### src/rtl/jsu_pkg.sv
// Shared types and constants for the JSON string unescape unit.
// Used by jsu_front, jsu_queue, jsu_back and the top level; no dependencies.
package jsu_pkg;

  // Queue between the decoder and the result serializer
  localparam int QUEUE_DEPTH = 4;
  localparam int QUEUE_AW    = $clog2(QUEUE_DEPTH);
  localparam int QUEUE_CW    = $clog2(QUEUE_DEPTH + 1);

  // Byte codes of interest
  localparam logic [7:0] CH_QUOTE     = 8'h22;
  localparam logic [7:0] CH_BACKSLASH = 8'h5C;
  localparam logic [7:0] CH_SLASH     = 8'h2F;
  localparam logic [7:0] CH_B         = 8'h62;
  localparam logic [7:0] CH_F         = 8'h66;
  localparam logic [7:0] CH_N         = 8'h6E;
  localparam logic [7:0] CH_R         = 8'h72;
  localparam logic [7:0] CH_T         = 8'h74;
  localparam logic [7:0] CH_U         = 8'h75;
  localparam logic [7:0] CTRL_BS      = 8'h08;
  localparam logic [7:0] CTRL_FF      = 8'h0C;
  localparam logic [7:0] CTRL_LF      = 8'h0A;
  localparam logic [7:0] CTRL_CR      = 8'h0D;
  localparam logic [7:0] CTRL_TAB     = 8'h09;

  // UTF-8 range limits
  localparam logic [15:0] UTF8_MAX1 = 16'h007F;
  localparam logic [15:0] UTF8_MAX2 = 16'h07FF;

  // Digit count once the fourth hex digit is due
  localparam logic [2:0] HEX_LAST = 3'd4;

  typedef enum logic [1:0] {
    ERR_NONE       = 2'd0,
    ERR_BAD_ESCAPE = 2'd1,
    ERR_BAD_HEX    = 2'd2,
    ERR_TRUNCATED  = 2'd3
  } err_kind_t;

  // One decoded transaction group: up to three results caused by one input byte
  typedef struct packed {
    logic [1:0]      count;     // number of results, 1 to 3
    logic [2:0][7:0] bytes;     // bytes[0] goes out first
    logic            has_byte;  // results carry decoded bytes
    logic            is_last;   // input byte closed the string
    err_kind_t       err;
  } packet_t;

  // Hex digit value; valid flag low for a non-hex byte
  function automatic logic [4:0] hex_value(input logic [7:0] b);
    logic [4:0] r;
    r = 5'd0;
    if (b >= 8'h30 && b <= 8'h39) begin
      r = {1'b1, b[3:0]};
    end else if ((b >= 8'h61 && b <= 8'h66) || (b >= 8'h41 && b <= 8'h46)) begin
      r = {1'b1, b[3:0] + 4'd9};
    end
    return r;
  endfunction

endpackage

### src/rtl/jsu_front.sv
// Front end of the JSON string unescape unit: escape decoder and UTF-8 encoder.
// Depends on jsu_pkg; pushes one packet per input byte that causes results.
module jsu_front (
  input  logic             clk,
  input  logic             rst,
  input  logic             in_valid,
  output logic             in_stall,
  input  logic [7:0]       in_byte,
  input  logic             string_last,
  input  logic             q_full,
  output logic             push,
  output jsu_pkg::packet_t push_pkt
);
  import jsu_pkg::*;

  logic        escape_pending, escape_pending_next;
  logic [2:0]  hex_seen, hex_seen_next;
  logic [11:0] code_accum, code_accum_next;
  logic        drop, drop_next;

  logic        accept;
  logic [4:0]  hv;
  logic [15:0] cp;
  logic [1:0]  nb;
  logic [2:0][7:0] bytes;
  err_kind_t   err;

  assign in_stall = q_full;
  assign accept   = in_valid && !q_full;
  assign hv       = hex_value(in_byte);
  assign cp       = {code_accum, hv[3:0]};

  // Decode one byte against the escape state
  always_comb begin
    escape_pending_next = escape_pending;
    hex_seen_next       = hex_seen;
    code_accum_next     = code_accum;
    drop_next           = drop;
    nb                  = 2'd0;
    bytes               = '0;
    err                 = ERR_NONE;

    if (drop) begin
      // discard
    end else if (hex_seen != 3'd0) begin
      if (string_last && hex_seen < HEX_LAST) begin
        err = ERR_TRUNCATED;
      end else if (!hv[4]) begin
        err = ERR_BAD_HEX;
      end else if (hex_seen == HEX_LAST) begin
        hex_seen_next   = 3'd0;
        code_accum_next = '0;
        if (cp <= UTF8_MAX1) begin
          nb       = 2'd1;
          bytes[0] = cp[7:0];
        end else if (cp <= UTF8_MAX2) begin
          nb       = 2'd2;
          bytes[0] = {3'b110, cp[10:6]};
          bytes[1] = {2'b10, cp[5:0]};
        end else begin
          nb       = 2'd3;
          bytes[0] = {4'b1110, cp[15:12]};
          bytes[1] = {2'b10, cp[11:6]};
          bytes[2] = {2'b10, cp[5:0]};
        end
      end else begin
        code_accum_next = {code_accum[7:0], hv[3:0]};
        hex_seen_next   = hex_seen + 3'd1;
      end
    end else if (escape_pending) begin
      escape_pending_next = 1'b0;
      unique case (in_byte)
        CH_QUOTE:     begin nb = 2'd1; bytes[0] = CH_QUOTE;     end
        CH_BACKSLASH: begin nb = 2'd1; bytes[0] = CH_BACKSLASH; end
        CH_SLASH:     begin nb = 2'd1; bytes[0] = CH_SLASH;     end
        CH_B:         begin nb = 2'd1; bytes[0] = CTRL_BS;      end
        CH_F:         begin nb = 2'd1; bytes[0] = CTRL_FF;      end
        CH_N:         begin nb = 2'd1; bytes[0] = CTRL_LF;      end
        CH_R:         begin nb = 2'd1; bytes[0] = CTRL_CR;      end
        CH_T:         begin nb = 2'd1; bytes[0] = CTRL_TAB;     end
        CH_U: begin
          if (string_last) begin
            err = ERR_TRUNCATED;
          end else begin
            hex_seen_next   = 3'd1;
            code_accum_next = '0;
          end
        end
        default: err = ERR_BAD_ESCAPE;
      endcase
    end else if (in_byte == CH_BACKSLASH) begin
      escape_pending_next = 1'b1;
    end else begin
      nb       = 2'd1;
      bytes[0] = in_byte;
    end

    if (err != ERR_NONE) begin
      drop_next = 1'b1;
    end
    // End of string returns everything to its reset value
    if (string_last) begin
      escape_pending_next = 1'b0;
      hex_seen_next       = 3'd0;
      code_accum_next     = '0;
      drop_next           = 1'b0;
    end
  end

  // Build the packet for the queue
  always_comb begin
    push_pkt.bytes    = bytes;
    push_pkt.is_last  = string_last;
    push_pkt.err      = err;
    push_pkt.has_byte = (err == ERR_NONE) && (nb != 2'd0);
    push_pkt.count    = push_pkt.has_byte ? nb : 2'd1;
  end

  assign push = accept && ((err != ERR_NONE) || (nb != 2'd0) || string_last);

  // Advance decoder state on each accepted transaction
  always_ff @(posedge clk) begin
    if (rst) begin
      escape_pending <= 1'b0;
      hex_seen       <= 3'd0;
      code_accum     <= '0;
      drop           <= 1'b0;
    end else if (accept) begin
      escape_pending <= escape_pending_next;
      hex_seen       <= hex_seen_next;
      code_accum     <= code_accum_next;
      drop           <= drop_next;
    end
  end

`ifndef ASSERT_OFF
  a_end_clears: assert property (@(posedge clk) disable iff (rst)
    accept && string_last |=> !escape_pending && hex_seen == 3'd0 && !drop)
    else $error("decoder state not cleared at end of string");
  a_err_single: assert property (@(posedge clk) disable iff (rst)
    push && push_pkt.err != ERR_NONE |-> !push_pkt.has_byte && push_pkt.count == 2'd1)
    else $error("error packet carries bytes");
  a_hex_range: assert property (@(posedge clk) disable iff (rst)
    hex_seen <= HEX_LAST && !(escape_pending && hex_seen != 3'd0))
    else $error("escape state inconsistent");
`endif

endmodule

### src/rtl/jsu_queue.sv
// Short packet queue between the decoder and the result serializer.
// Depends on jsu_pkg for the packet type and queue depth.
module jsu_queue (
  input  logic             clk,
  input  logic             rst,
  input  logic             push,
  input  jsu_pkg::packet_t push_pkt,
  input  logic             pop,
  output jsu_pkg::packet_t head,
  output logic             empty,
  output logic             full
);
  import jsu_pkg::*;

  packet_t              entries [QUEUE_DEPTH];
  logic [QUEUE_AW-1:0]  wr_ptr;
  logic [QUEUE_AW-1:0]  rd_ptr;
  logic [QUEUE_CW-1:0]  count;

  assign empty = (count == '0);
  assign full  = (count == QUEUE_CW'(QUEUE_DEPTH));
  assign head  = entries[rd_ptr];

  // Store pushed packets
  always_ff @(posedge clk) begin
    if (push) begin
      entries[wr_ptr] <= push_pkt;
    end
  end

  // Advance pointers and fill count
  always_ff @(posedge clk) begin
    if (rst) begin
      wr_ptr <= '0;
      rd_ptr <= '0;
      count  <= '0;
    end else begin
      if (push) wr_ptr <= wr_ptr + 1'b1;
      if (pop)  rd_ptr <= rd_ptr + 1'b1;
      if (push && !pop) count <= count + 1'b1;
      else if (pop && !push) count <= count - 1'b1;
    end
  end

`ifndef ASSERT_OFF
  a_no_overflow: assert property (@(posedge clk) disable iff (rst) push |-> !full)
    else $error("push into full queue");
  a_no_underflow: assert property (@(posedge clk) disable iff (rst) pop |-> !empty)
    else $error("pop from empty queue");
  a_count_range: assert property (@(posedge clk) disable iff (rst)
    count <= QUEUE_CW'(QUEUE_DEPTH))
    else $error("queue count out of range");
`endif

endmodule

### src/rtl/jsu_back.sv
// Back end of the JSON string unescape unit: serializes packets into results.
// Depends on jsu_pkg; drives the registered output channel.
module jsu_back (
  input  logic             clk,
  input  logic             rst,
  input  jsu_pkg::packet_t head,
  input  logic             empty,
  output logic             pop,
  output logic             out_valid,
  input  logic             out_stall,
  output logic [7:0]       out_byte,
  output logic             byte_valid,
  output logic             run_last,
  output logic             string_end,
  output logic [1:0]       error_kind
);
  import jsu_pkg::*;

  logic [1:0] idx;
  logic       load;
  logic       final_res;

  assign load      = !out_valid || !out_stall;
  assign final_res = (idx == head.count - 2'd1);
  assign pop       = load && !empty && final_res;

  // Step through the results of the head packet
  always_ff @(posedge clk) begin
    if (rst) begin
      idx       <= 2'd0;
      out_valid <= 1'b0;
    end else if (load) begin
      out_valid <= !empty;
      if (!empty) begin
        idx <= final_res ? 2'd0 : idx + 2'd1;
      end
    end
  end

  // Hold the result payload
  always_ff @(posedge clk) begin
    if (load && !empty) begin
      out_byte   <= head.has_byte ? head.bytes[idx] : 8'd0;
      byte_valid <= head.has_byte;
      run_last   <= final_res;
      string_end <= final_res && head.is_last;
      error_kind <= head.err;
    end
  end

endmodule

### src/rtl/json_string_unescape_unit.sv
// JSON string unescape unit: an accepted byte is queued, then its first result is loaded
// into the output register. Throughput one input byte per cycle while the queue has room;
// results leave one per cycle when out_stall is low, so a byte giving three UTF-8 bytes
// holds the output for three results; a four-packet queue buffers it before input stalls.
// Synchronous reset clears decoder state, queue pointers and the output valid.
// Depends on jsu_pkg, jsu_front, jsu_queue and jsu_back.
module json_string_unescape_unit (
  input  logic       clk,
  input  logic       rst,
  input  logic       in_valid,
  output logic       in_stall,
  input  logic [7:0] in_byte,
  input  logic       string_last,
  output logic       out_valid,
  input  logic       out_stall,
  output logic [7:0] out_byte,
  output logic       byte_valid,
  output logic       run_last,
  output logic       string_end,
  output logic [1:0] error_kind
);
  import jsu_pkg::*;

  packet_t push_pkt;
  packet_t head;
  logic    push, pop, empty, full;

  // Decode incoming bytes
  jsu_front u_front (
    .clk         (clk),
    .rst         (rst),
    .in_valid    (in_valid),
    .in_stall    (in_stall),
    .in_byte     (in_byte),
    .string_last (string_last),
    .q_full      (full),
    .push        (push),
    .push_pkt    (push_pkt)
  );

  // Buffer decoded packets
  jsu_queue u_queue (
    .clk      (clk),
    .rst      (rst),
    .push     (push),
    .push_pkt (push_pkt),
    .pop      (pop),
    .head     (head),
    .empty    (empty),
    .full     (full)
  );

  // Emit results one transaction at a time
  jsu_back u_back (
    .clk        (clk),
    .rst        (rst),
    .head       (head),
    .empty      (empty),
    .pop        (pop),
    .out_valid  (out_valid),
    .out_stall  (out_stall),
    .out_byte   (out_byte),
    .byte_valid (byte_valid),
    .run_last   (run_last),
    .string_end (string_end),
    .error_kind (error_kind)
  );

endmodule
### config.mk
export PLATFORM = sky130hd
export DESIGN_NAME = json_string_unescape_unit
export DESIGN_NICKNAME = d
export VERILOG_FILES = /design/src/rtl/jsu_pkg.sv /design/src/rtl/jsu_front.sv /design/src/rtl/jsu_queue.sv /design/src/rtl/jsu_back.sv /design/src/rtl/json_string_unescape_unit.sv
export SDC_FILE = /design/constraint.sdc
export NUM_CORES = 1
export LEC_CHECK = 0
export BUFFER_PORTS_ARGS = -buffer_cell sky130_fd_sc_hd__buf_2
export CAP_MARGIN = 20
export CORE_MARGIN = 1.5
export CORE_UTILIZATION = 61
export DETAILED_ROUTE_END_ITERATION = 6
export PLACE_DENSITY_LB_ADDON = 0.3
export RECOVER_POWER = 50
export REMOVE_ABC_BUFFERS = 1
export SLEW_MARGIN = 20
export SYNTH_ARGS = -nofsm -noshare
export SYNTH_HDL_FRONTEND = slang
export SYNTH_HIERARCHICAL = 1
export SYNTH_SLANG_ARGS = --single-unit
### constraint.sdc
create_clock -name clk -period 3.7 [get_ports clk]
set_input_delay 0.37 -clock clk [delete_from_list [all_inputs] [get_ports clk]]
set_output_delay 0.37 -clock clk [all_outputs]
set_load 0.02 [all_outputs]
==> impl_results.html, run 1 <==
<table>
<tr><th>Metric</th><th>Value</th></tr>
<tr><th colspan="2">Status</th></tr>
<tr><td>Outcome</td><td>complete, no violations</td></tr>
<tr><th colspan="2">Finish</th></tr>
<tr><td>Number of nets in the layout</td><td>579</td></tr>
<tr><td>Layout cells sized above 1</td><td>0.1658</td></tr>
<tr><td>Multi-input gate area in the final layout</td><td>2666 um2</td></tr>
<tr><td>P&amp;R area growth vs syn</td><td>10.14%</td></tr>
<tr><td>Post-layout util</td><td>0.6892</td></tr>
<tr><td>Top library cells by usage in the layout, fill and taps aside</td><td>sky130_fd_sc_hd__edfxtp_1, sky130_fd_sc_hd__mux4_2, sky130_fd_sc_hd__dfxtp_1, sky130_fd_sc_hd__nor2_1</td></tr>
<tr><td>Most common cell after layout, fill and taps aside</td><td>sky130_fd_sc_hd__edfxtp_1</td></tr>
<tr><td>Flip-flop and latch area</td><td>4574 um2</td></tr>
<tr><td>Fill count</td><td>820</td></tr>
<tr><td>Area of all placed cells without fillers</td><td>8278 um2</td></tr>
<tr><td>Antenna diode count</td><td>0</td></tr>
<tr><th colspan="2">Hold path</th></tr>
<tr><td>Worst hold path depth</td><td>3</td></tr>
<tr><td>Hold Startpoint</td><td>out_stall</td></tr>
<tr><td>Worst hold path class</td><td>in -&gt; reg</td></tr>
<tr><td>Worst min-delay path endpoint</td><td>u_back/out_valid$_SDFFE_PP0N_</td></tr>
<tr><th colspan="2">Synth</th></tr>
<tr><td>Distinct cell type count of the synthesized netlist</td><td>81</td></tr>
<tr><td>Most common flop cell mapped by yosys</td><td>sky130_fd_sc_hd__edfxtp_1</td></tr>
<tr><td>Area of the mapped netlist</td><td>7516 um2</td></tr>
<tr><td>Proportion of synthesized chip area in sequential cells</td><td>0.6086</td></tr>
<tr><td>Seq cells post-synth</td><td>162</td></tr>
<tr><td>Yosys Warn Count</td><td>6</td></tr>
<tr><td>Number of enable-type register cells in the synthesized netlist</td><td>133</td></tr>
<tr><td>Ys async rst share</td><td>0</td></tr>
<tr><td>Gate Count Post-Synth</td><td>523</td></tr>
<tr><td>Synthesized area per cell</td><td>14.37 um2</td></tr>
<tr><th colspan="2">STA</th></tr>
<tr><td>Least-Margin Pin Slew</td><td>1.180 ns</td></tr>
<tr><td>Min cycle time layout</td><td>3.339 ns</td></tr>
<tr><td>Part of the cycle the worst path needs</td><td>0.9025</td></tr>
<tr><td>Post-route worst hold slack</td><td>0.2105 ns</td></tr>
<tr><td>Endpoints failing hold</td><td>0</td></tr>
<tr><td>Setup repair after global routing missed its margin</td><td>false</td></tr>
<tr><td>Final setup vio count</td><td>0</td></tr>
<tr><td>Number of max-slew violations in the final report</td><td>0</td></tr>
<tr><td>Setup skew after layout</td><td>0.006887 ns</td></tr>
<tr><td>Relative slew margins</td><td>0.2132</td></tr>
<tr><td>Maximum clock frequency</td><td>299.5 MHz</td></tr>
<tr><th colspan="2">Critical path</th></tr>
<tr><td>Critical path, cell by cell</td><td>inv_1 -&gt; ha_1 -&gt; nand2_2 -&gt; or2_0 -&gt; or4_1 -&gt; a41oi_1 -&gt; ha_1 -&gt; inv_1 -&gt; fa_1 -&gt; xor2_1 -&gt; or3_1 -&gt; a21oi_1</td></tr>
<tr><td>Critical register-to-register path endpoint</td><td>u_queue/count[2]$_SDFFE_PP0P_</td></tr>
<tr><td>Library cell contributing the largest single delay on the critical path</td><td>sky130_fd_sc_hd__or4_1</td></tr>
<tr><td>Worst-case register-to-register setup slack</td><td>0.36 ns</td></tr>
<tr><td>CP peak stage delay</td><td>0.57 ns</td></tr>
<tr><td>Worst Setup End Kind</td><td>flop</td></tr>
<tr><td>FF-to-FF Start</td><td>u_front/hex_seen[0]$_SDFFE_PP0P_</td></tr>
<tr><td>Register-to-Register Path Depth</td><td>12</td></tr>
<tr><td>Worst Path Class, Setup</td><td>reg -&gt; reg</td></tr>
<tr><td>WP data required</td><td>4.05 ns</td></tr>
<tr><td>Max Fanout on Critical Path</td><td>8</td></tr>
<tr><td>Data arrival at the endpoint of the critical path</td><td>3.69 ns</td></tr>
<tr><td>Critical Path Source Type</td><td>flop</td></tr>
<tr><th colspan="2">Routing</th></tr>
<tr><td>Initial drt markers</td><td>541</td></tr>
<tr><td>Final antenna-violating net count</td><td>0</td></tr>
<tr><td>Residual DRC</td><td>0</td></tr>
<tr><td>Total length of routed wires</td><td>15.54 mm</td></tr>
<tr><td>Number of detailed-route iterations in the first pass</td><td>5</td></tr>
<tr><td>Via-to-Cell Ratio</td><td>6.395</td></tr>
<tr><td>Routed len/inst</td><td>21.76 um</td></tr>
<tr><td>Overall via count from detail_route</td><td>4,566</td></tr>
<tr><th colspan="2">Clocking</th></tr>
<tr><td>Hold buffer count at CTS</td><td>0</td></tr>
<tr><td>Count of instances resized after the clock tree is built</td><td>0</td></tr>
<tr><td>Root Buffer</td><td>sky130_fd_sc_hd__clkbuf_16</td></tr>
<tr><td>Clock tree from TritonCTS</td><td>yes</td></tr>
<tr><td>Maximum level of the CTS H-tree</td><td>4</td></tr>
<tr><td>CTS sink count</td><td>162</td></tr>
<tr><td>Number of buffers on the longest clock path</td><td>2</td></tr>
<tr><td>Clock buffer count from CTS</td><td>17</td></tr>
<tr><td>Clock-pin slew of the registers on the worst-case setup and hold paths</td><td>0.06 ns</td></tr>
<tr><td>Post-CTS Setup Inserts</td><td>0</td></tr>
<tr><td>Clock latency reported for the late side of the worst-skew pair</td><td>0.42 ns</td></tr>
<tr><th colspan="2">Floorplanning</th></tr>
<tr><td>Effective utilization at floorplan</td><td>0.6257</td></tr>
<tr><td>Site row count</td><td>40</td></tr>
<tr><td>Overall die area</td><td>13,000 um2</td></tr>
<tr><td>I/O pin count</td><td>28</td></tr>
<tr><td>DIE HEIGHT</td><td>114 um</td></tr>
<tr><td>CORE AREA</td><td>12,010 um2</td></tr>
<tr><td>Die width</td><td>114 um</td></tr>
<tr><th colspan="2">Global routing</th></tr>
<tr><td>Total grt overflow</td><td>0</td></tr>
<tr><td>Maximum number of pins on one net before global-route repair</td><td>32</td></tr>
<tr><td>Tot GR Track Use</td><td>0.2603</td></tr>
<tr><td>Number of antenna violations at the first check in global routing</td><td>0</td></tr>
<tr><td>Wire length of the first global-routing pass</td><td>25.01 mm</td></tr>
<tr><td>Vias in the first global route</td><td>4,508</td></tr>
<tr><th colspan="2">Placed design</th></tr>
<tr><td>Number of port buffers</td><td>27</td></tr>
<tr><td>GP Congestion</td><td>0.9571</td></tr>
<tr><td>Placed wire-length estimate</td><td>10.09 mm</td></tr>
<tr><td>Placed instance area</td><td>7746 um2</td></tr>
<tr><th colspan="2">Pwr</th></tr>
<tr><td>Worst IR drop on VDD</td><td>0.3992 mV</td></tr>
<tr><td>Sw power</td><td>0.001411 W</td></tr>
<tr><td>Pint</td><td>0.003739 W</td></tr>
<tr><td>Clock power frac</td><td>0.336</td></tr>
<tr><td>Switch share</td><td>0.2740</td></tr>
<tr><td>Total power divided by cell area</td><td>622.1 nW/um2</td></tr>
<tr><td>Post-layout total power</td><td>0.005150 W</td></tr>
<tr><td>Static leakage</td><td>2.795 nW</td></tr>
<tr><td>Share of power burned in registers</td><td>0.451</td></tr>
<tr><td>Combinational power share</td><td>0.213</td></tr>
<tr><th colspan="2">Job</th></tr>
<tr><td>Max-cap check violation count</td><td>0</td></tr>
</table>
==> registers in the layout, summed over array words and instances (netlist names), named ones only <==
signal                  cells
u_front/drop                1
u_front/hex_seen            3
u_back/out_byte             8
u_back/error_kind           2
u_queue/count               3
u_back/string_end           1
u_back/idx                  2
u_queue/entries           120
u_back/run_last             1
u_back/out_valid            1
u_back/byte_valid           1
u_front/escape_pending      1
u_queue/wr_ptr              2
u_queue/rd_ptr              2
u_front/code_accum         12
==> worst max-delay path, delay by kind of cell, from the launching register on <==
family / cells / cell delay, ns
AOI/OAI and AO/OA: 2 / 0.42
buffers and inverters: 2 / 0.13
DFF: 1 / 0.33
and+or+nand+nor: 4 / 1.27
adders and majority gates: 3 / 0.95
xor gates and xnor gates: 1 / 0.16
==> worst max path at each step <==
stage | endpoint | from | depth (start not counted)
global route | u_queue/count[2]$_SDFFE_PP0P_ | u_front/hex_seen[1]$_SDFFE_PP0P_ | 12
floorplan | u_queue/count[2]$_SDFFE_PP0P_ | flop | 11
global placement | u_queue/count[2]$_SDFFE_PP0P_ | in_byte[0] | 13
CTS | u_queue/count[2]$_SDFFE_PP0P_ | u_front/hex_seen[0]$_SDFFE_PP0P_ | 12
detailed placement | u_queue/count[2]$_SDFFE_PP0P_ | in_byte[0] | 13
finish | u_queue/count[2]$_SDFFE_PP0P_ | u_front/hex_seen[0]$_SDFFE_PP0P_ | 12
==> cells in the mapped netlist (4+ instances only) <==
library cell / instances / area share
sky130_fd_sc_hd__a21boi_1: 9 / 0.0090
sky130_fd_sc_hd__a21o_1: 6 / 0.0060
sky130_fd_sc_hd__a21oi_1: 19 / 0.013
sky130_fd_sc_hd__and2_1: 10 / 0.0083
sky130_fd_sc_hd__and3_1: 4 / 0.0033
sky130_fd_sc_hd__buf_2: 8 / 0.0053
sky130_fd_sc_hd__buf_4: 7 / 0.0070
sky130_fd_sc_hd__buf_6: 4 / 0.0060
sky130_fd_sc_hd__clkbuf_1: 9 / 0.0045
sky130_fd_sc_hd__dfxtp_1: 29 / 0.077
sky130_fd_sc_hd__edfxtp_1: 133 / 0.53
sky130_fd_sc_hd__ha_1: 11 / 0.018
sky130_fd_sc_hd__inv_1: 16 / 0.0080
sky130_fd_sc_hd__mux2i_1: 25 / 0.033
sky130_fd_sc_hd__mux4_2: 30 / 0.090
sky130_fd_sc_hd__nand2_1: 25 / 0.012
sky130_fd_sc_hd__nand2b_1: 18 / 0.015
sky130_fd_sc_hd__nand3_1: 5 / 0.0033
sky130_fd_sc_hd__nor2_1: 28 / 0.014
sky130_fd_sc_hd__nor2b_1: 5 / 0.0042
sky130_fd_sc_hd__nor3_1: 8 / 0.0053
sky130_fd_sc_hd__o21ai_0: 10 / 0.0067
sky130_fd_sc_hd__o31ai_1: 4 / 0.0040
sky130_fd_sc_hd__or2_0: 6 / 0.0050
sky130_fd_sc_hd__or2_2: 4 / 0.0033
sky130_fd_sc_hd__or4_1: 5 / 0.0050
sky130_fd_sc_hd__xnor2_1: 4 / 0.0047
==> power by group through the flow <==
stage	logic, W	clock network [W]	registers (W)
after floorplan	0.000624	0	0.00251
after global placement	0.00110	0	0.00234
after detailed placement	0.00114	0	0.00235
after CTS	0.00115	0.00175	0.00232
after global routing	0.00120	0.00182	0.00234
final	0.00110	0.00173	0.00232
==> logic make-up (layout without fill, tap and decap cells) <==
logic type      after synthesis  after routing  share of synthesized area
xor+xnor                      7              7                   0.008157
flops                       162            162                     0.6086
mux                          58             58                     0.1277
fa+ha+maj                    12             12                    0.02098
other cells                   1              2                  0.0004989
compound gates               89             89                    0.08757
simple gates                147            147                     0.1120
buf+inv                      47             90                    0.03446
==> through the flow <==
stage / setup WS, ns / setup TNS, ns / std cells
finish: 0.3608 / 0 / 714
global route: 0.1520 / 0 / 714
CTS: 0.3862 / 0 / 714
detailed placement: 0.1626 / 0 / 682
global placement: 0.2989 / 0 / 682
floorplan: -0.1439 / -0.1439 / 495
==> area by class of cell <==
class / instances / area share
clock inverters: 14 / 0.01965
flip-flops and latches: 162 / 0.5526
multi-input cells: 315 / 0.3221
inverters: 18 / 0.008162
clock buffers: 18 / 0.05184
repair buffers: 40 / 0.02343
well taps: 147 / 0.02222
==> layer usage <==
metal / up-vias / track usage / routed length (um)
met5: - / 0 / 0
met4: 0 / 0.1125 / 437
met3: 33 / 0.04782 / 909
met2: 199 / 0.4177 / 7642
met1: 2257 / 0.3532 / 6550
li1: 2077 / - / -
No activity file was read; power rests on OpenSTA's default activity.
==> run 2: changes to the inputs <==
--- a/config.mk
+++ b/config.mk
@@ -5,8 +5,10 @@
 export SDC_FILE = /design/constraint.sdc
 export NUM_CORES = 1
 export LEC_CHECK = 0
+export ABC_AREA = 1
 export BUFFER_PORTS_ARGS = -buffer_cell sky130_fd_sc_hd__buf_2
 export CAP_MARGIN = 20
+export CORE_ASPECT_RATIO = 0.8
 export CORE_MARGIN = 1.5
 export CORE_UTILIZATION = 61
 export DETAILED_ROUTE_END_ITERATION = 6
==> run 2 against run 1 <==
Net effect:
- sequential power is 18% higher
- hold slack better by 0.018 ns
- power increased by 25%
- wire length up 8.1%
- core utilization shrank 1.2 points
- critical endpoint is now u_queue/count[1]$_SDFFE_PP0P_
- synthesized cell count grew 42%
- maximum frequency decreased by 0.77%
- global-route usage rose by 0.87 points
- combinational power increased by 76%
- sequential cell count unchanged
- die area decreased by 0.13%
==> impl_results.html, run 2 <==
<table>
<tr><th>Metric</th><th>Value</th></tr>
<tr><th colspan="2">Clocking</th></tr>
<tr><td>Number of buffers on the longest clock path</td><td>2 (unchanged)</td></tr>
<tr><td>Clock latency reported for the late side of the worst-skew pair</td><td>0.43 ns (was 0.42 ns)</td></tr>
<tr><td>Root Buffer</td><td>sky130_fd_sc_hd__clkbuf_16 (unchanged)</td></tr>
<tr><td>Maximum level of the CTS H-tree</td><td>4 (unchanged)</td></tr>
<tr><td>Clock-pin slew of the registers on the worst-case setup and hold paths</td><td>0.07 ns (was 0.06 ns)</td></tr>
<tr><td>Hold buffer count at CTS</td><td>0 (unchanged)</td></tr>
<tr><td>CTS sink count</td><td>162 (unchanged)</td></tr>
<tr><td>Clock buffer count from CTS</td><td>17 (unchanged)</td></tr>
<tr><td>Post-CTS Setup Inserts</td><td>0 (unchanged)</td></tr>
<tr><td>Clock tree from TritonCTS</td><td>yes (unchanged)</td></tr>
<tr><td>Count of instances resized after the clock tree is built</td><td>0 (unchanged)</td></tr>
<tr><th colspan="2">Floorplanning</th></tr>
<tr><td>Die width</td><td>127 um (was 114 um)</td></tr>
<tr><td>Site row count</td><td>36 (was 40)</td></tr>
<tr><td>Overall die area</td><td>12,980 um2 (was 13,000 um2)</td></tr>
<tr><td>I/O pin count</td><td>28 (unchanged)</td></tr>
<tr><td>DIE HEIGHT</td><td>102.2 um (was 114 um)</td></tr>
<tr><td>Effective utilization at floorplan</td><td>0.6216 (was 0.6257)</td></tr>
<tr><td>CORE AREA</td><td>12,070 um2 (was 12,010 um2)</td></tr>
<tr><th colspan="2">STA</th></tr>
<tr><td>Part of the cycle the worst path needs</td><td>0.9095 (was 0.9025)</td></tr>
<tr><td>Setup skew after layout</td><td>0.01086 ns (was 0.006887 ns)</td></tr>
<tr><td>Least-Margin Pin Slew</td><td>0.9923 ns (was 1.180 ns)</td></tr>
<tr><td>Total Neg Setup Slack</td><td>0 ns (unchanged)</td></tr>
<tr><td>Endpoints failing hold</td><td>0 (unchanged)</td></tr>
<tr><td>Maximum clock frequency</td><td>297.2 MHz (was 299.5 MHz)</td></tr>
<tr><td>Final setup vio count</td><td>0 (unchanged)</td></tr>
<tr><td>Relative slew margins</td><td>0.3340 (was 0.2132)</td></tr>
<tr><td>Setup repair after global routing missed its margin</td><td>false (unchanged)</td></tr>
<tr><td>Min cycle time layout</td><td>3.365 ns (was 3.339 ns)</td></tr>
<tr><td>Number of max-slew violations in the final report</td><td>0 (unchanged)</td></tr>
<tr><th colspan="2">Pwr</th></tr>
<tr><td>Share of power burned in registers</td><td>0.424 (was 0.451)</td></tr>
<tr><td>Post-layout total power</td><td>0.006440 W (was 0.005150 W)</td></tr>
<tr><td>Static leakage</td><td>3.087 nW (was 2.795 nW)</td></tr>
<tr><td>Worst IR drop on VDD</td><td>0.4991 mV (was 0.3992 mV)</td></tr>
<tr><td>Switch share</td><td>0.3639 (was 0.2740)</td></tr>
<tr><td>Sw power</td><td>0.002344 W (was 0.001411 W)</td></tr>
<tr><td>Clock power frac</td><td>0.274 (was 0.336)</td></tr>
<tr><td>Combinational power share</td><td>0.301 (was 0.213)</td></tr>
<tr><td>Total power divided by cell area</td><td>788.0 nW/um2 (was 622.1 nW/um2)</td></tr>
<tr><td>Pint</td><td>0.004096 W (was 0.003739 W)</td></tr>
<tr><th colspan="2">Synth</th></tr>
<tr><td>Yosys Warn Count</td><td>6 (unchanged)</td></tr>
<tr><td>Cell accounting for the most synthesized area</td><td>sky130_fd_sc_hd__edfxtp_1 (unchanged)</td></tr>
<tr><td>Seq cells post-synth</td><td>162 (unchanged)</td></tr>
<tr><td>Ys async rst share</td><td>0 (unchanged)</td></tr>
<tr><td>Largest cells by area after synthesis</td><td>sky130_fd_sc_hd__edfxtp_1, sky130_fd_sc_hd__dfxtp_1, sky130_fd_sc_hd__nor2_1, sky130_fd_sc_hd__nand2_1, sky130_fd_sc_hd__o21ai_0 (was sky130_fd_sc_hd__edfxtp_1, sky130_fd_sc_hd__mux4_2, sky130_fd_sc_hd__dfxtp_1, sky130_fd_sc_hd__mux2i_1, sky130_fd_sc_hd__ha_1)</td></tr>
<tr><td>Distinct cell type count of the synthesized netlist</td><td>42 (was 81)</td></tr>
<tr><td>Proportion of synthesized chip area in sequential cells</td><td>0.6096 (was 0.6086)</td></tr>
<tr><td>Area of the mapped netlist</td><td>7503 um2 (was 7516 um2)</td></tr>
<tr><td>Most common flop cell mapped by yosys</td><td>sky130_fd_sc_hd__edfxtp_1 (unchanged)</td></tr>
<tr><td>Cell with the most instances after synthesis</td><td>sky130_fd_sc_hd__edfxtp_1 (unchanged)</td></tr>
<tr><td>Number of enable-type register cells in the synthesized netlist</td><td>133 (unchanged)</td></tr>
<tr><td>Post-synth top area share</td><td>0.5323 (was 0.5314)</td></tr>
<tr><td>Synthesized area per cell</td><td>10.11 um2 (was 14.37 um2)</td></tr>
<tr><td>Top post-synthesis cells by count</td><td>sky130_fd_sc_hd__edfxtp_1, sky130_fd_sc_hd__nor2_1, sky130_fd_sc_hd__nand2_1, sky130_fd_sc_hd__inv_1, sky130_fd_sc_hd__o21ai_0 (was sky130_fd_sc_hd__edfxtp_1, sky130_fd_sc_hd__mux4_2, sky130_fd_sc_hd__dfxtp_1, sky130_fd_sc_hd__nor2_1)</td></tr>
<tr><td>Gate Count Post-Synth</td><td>742 (was 523)</td></tr>
<tr><th colspan="2">Global routing</th></tr>
<tr><td>Number of antenna violations at the first check in global routing</td><td>0 (unchanged)</td></tr>
<tr><td>Maximum number of pins on one net before global-route repair</td><td>61 (was 32)</td></tr>
<tr><td>Vias in the first global route</td><td>5,071 (was 4,508)</td></tr>
<tr><td>Tot GR Track Use</td><td>0.2690 (was 0.2603)</td></tr>
<tr><td>Wire length of the first global-routing pass</td><td>26.10 mm (was 25.01 mm)</td></tr>
<tr><td>Total grt overflow</td><td>0 (unchanged)</td></tr>
<tr><th colspan="2">Finish</th></tr>
<tr><td>Top library cells by usage in the layout, fill and taps aside</td><td>sky130_fd_sc_hd__edfxtp_1, sky130_fd_sc_hd__nor2_1, sky130_fd_sc_hd__nand2_1 (was sky130_fd_sc_hd__edfxtp_1, sky130_fd_sc_hd__mux4_2, sky130_fd_sc_hd__dfxtp_1, sky130_fd_sc_hd__nor2_1)</td></tr>
<tr><td>Largest registers ranked by flip-flop count</td><td>u_queue/entries (120), u_front/code_accum (12), u_back/out_byte (8) (unchanged)</td></tr>
<tr><td>Flip-flop count of the largest register, all copies and words added</td><td>120 (unchanged)</td></tr>
<tr><td>Antenna diode count</td><td>0 (unchanged)</td></tr>
<tr><td>Most common cell after layout, fill and taps aside</td><td>sky130_fd_sc_hd__edfxtp_1 (unchanged)</td></tr>
<tr><td>Post-layout util</td><td>0.6770 (was 0.6892)</td></tr>
<tr><td>Layout cells sized above 1</td><td>0.08696 (was 0.1658)</td></tr>
<tr><td>Non-filler instance count after layout</td><td>934 (was 714)</td></tr>
<tr><td>P&amp;R area growth vs syn</td><td>8.921% (was 10.14%)</td></tr>
<tr><td>Number of nets in the layout</td><td>794 (was 579)</td></tr>
<tr><td>Register containing the most flip-flops in the final layout</td><td>u_queue/entries (unchanged)</td></tr>
<tr><th colspan="2">Placed design</th></tr>
<tr><td>Placed wire-length estimate</td><td>10.90 mm (was 10.09 mm)</td></tr>
<tr><td>Placed Instances</td><td>902 (was 682)</td></tr>
<tr><td>Number of port buffers</td><td>27 (unchanged)</td></tr>
<tr><td>GP Congestion</td><td>0.9334 (was 0.9571)</td></tr>
<tr><th colspan="2">Critical path</th></tr>
<tr><td>Max Fanout on Critical Path</td><td>23 (was 8)</td></tr>
<tr><td>Worst-case register-to-register setup slack</td><td>0.33 ns (was 0.36 ns)</td></tr>
<tr><td>Worst Setup End Kind</td><td>flop (unchanged)</td></tr>
<tr><td>Data arrival at the endpoint of the critical path</td><td>3.69 ns (about the same)</td></tr>
<tr><td>Library cell contributing the largest single delay on the critical path</td><td>sky130_fd_sc_hd__dfxtp_1 (was sky130_fd_sc_hd__or4_1)</td></tr>
<tr><td>WP data required</td><td>4.03 ns (was 4.05 ns)</td></tr>
<tr><td>Cell repeated most along the worst path</td><td>sky130_fd_sc_hd__inv_1</td></tr>
<tr><td>Path length in cells of the critical path</td><td>15 (was 12)</td></tr>
<tr><td>CP peak stage delay</td><td>0.90 ns (was 0.57 ns)</td></tr>
<tr><td>Worst setup endpoint</td><td>u_queue/count[1]$_SDFFE_PP0P_ (was u_queue/count[2]$_SDFFE_PP0P_)</td></tr>
<tr><td>Critical Path Source Type</td><td>flop (unchanged)</td></tr>
<tr><td>Total buffers and inverters traversed by the critical path</td><td>5 (was 2)</td></tr>
<tr><td>Worst Path Class, Setup</td><td>reg -&gt; reg (unchanged)</td></tr>
<tr><td>Cell family with most CP delay</td><td>flip-flops (was simple AND/OR/NAND/NOR gates)</td></tr>
<tr><td>Critical path, cell by cell</td><td>buf_4 -&gt; nor2_1 -&gt; o22ai_1 -&gt; inv_1 -&gt; nand2_1 -&gt; nand3_1 -&gt; nand2_1 -&gt; nand2_2 -&gt; inv_1 -&gt; inv_1 -&gt; ha_1 -&gt; inv_1 -&gt; fa_1 -&gt; o21ai_0 -&gt; nor2_1 (was inv_1 -&gt; ha_1 -&gt; nand2_2 -&gt; or2_0 -&gt; or4_1 -&gt; a41oi_1 -&gt; ha_1 -&gt; inv_1 -&gt; fa_1 -&gt; xor2_1 -&gt; or3_1 -&gt; a21oi_1)</td></tr>
<tr><td>Register-to-Register Path Depth</td><td>15 (was 12)</td></tr>
<tr><td>Critical register-to-register path endpoint</td><td>u_queue/count[1]$_SDFFE_PP0P_ (was u_queue/count[2]$_SDFFE_PP0P_)</td></tr>
<tr><th colspan="2">Hold path</th></tr>
<tr><td>Hold Startpoint</td><td>rst (was out_stall)</td></tr>
<tr><td>Worst hold path class</td><td>in -&gt; reg (unchanged)</td></tr>
<tr><th colspan="2">Routing</th></tr>
<tr><td>Residual DRC</td><td>0 (unchanged)</td></tr>
<tr><td>Total length of routed wires</td><td>16.80 mm (was 15.54 mm)</td></tr>
<tr><td>Overall via count from detail_route</td><td>5,488 (was 4,566)</td></tr>
<tr><td>Final antenna-violating net count</td><td>0 (unchanged)</td></tr>
<tr><td>Initial drt markers</td><td>629 (was 541)</td></tr>
<tr><td>Number of detailed-route iterations in the first pass</td><td>5 (unchanged)</td></tr>
<tr><td>Via-to-Cell Ratio</td><td>5.876 (was 6.395)</td></tr>
<tr><td>Routed len/inst</td><td>17.98 um (was 21.76 um)</td></tr>
<tr><th colspan="2">Status</th></tr>
<tr><td>Outcome</td><td>complete, no violations (unchanged)</td></tr>
<tr><th colspan="2">Job</th></tr>
<tr><td>Max-cap check violation count</td><td>0 (unchanged)</td></tr>
</table>
run 2: power by group through the flow:
stage | clock network [W] | logic (W) | registers, W
after floorplan | 0 | 0.00121 | 0.00286
after global placement | 0 | 0.00191 | 0.00275
after detailed placement | 0 | 0.00196 | 0.00276
after CTS | 0.00179 | 0.00197 | 0.00273
after global routing | 0.00186 | 0.00216 | 0.00277
final | 0.00177 | 0.00194 | 0.00273
run 2: how the worst min path moves through the flow:
stage                     cells past startpoint  slack, ns                                to
after floorplan                               1       0.41                              flop
after global placement                        1       0.43    u_queue/rd_ptr[1]$_SDFFE_PP0P_
after detailed placement                      1       0.47                              flop
after CTS                                     2       0.22  u_front/hex_seen[1]$_SDFFE_PP0P_
after global routing                          2       0.25  u_front/hex_seen[1]$_SDFFE_PP0P_
final                                         2       0.23  u_front/hex_seen[1]$_SDFFE_PP0P_
run 2: cells by family after synthesis:
family                   Yosys count  synth area share
other                              1         0.0004998
flip-flops                       162            0.6096
AO/OA/AOI/OAI                    186            0.1356
XOR/XNOR                           4          0.004669
buffers and inverters            108           0.07404
adder cells (fa/ha/maj)           12           0.02101
AND/OR/NAND/NOR                  269            0.1546
run 2: layout make-up:
cell class / count / area [um2]
clock inverters: 13 / 166.4
clock buffers: 19 / 432.9
multi-input cells: 473 / 2322
inverters: 79 / 305.3
repair buffers: 36 / 181.4
fillers: 912 / 3899
well taps: 152 / 190.2
flip-flops and latches: 162 / 4574
run 2: stage by stage:
step                area (um2)  worst slack (ns)  hold WS (ns)
finish                    8173            0.3348        0.2284
global route              8173           0.03263        0.2467
CTS                       8252            0.5481        0.2220
detailed placement        7652            0.4993        0.4652
global placement          7652            0.5992        0.4316
floorplan                 7258            0.5188        0.4115
run 2: metal layers:
metal	up-vias	global-route usage	part of all wire
met4	0	0.1023	0.020
met2	254	0.4256	0.46
met3	30	0.05497	0.077
li1	2622	-	-
met5	-	0	0
met1	2582	0.3735	0.44
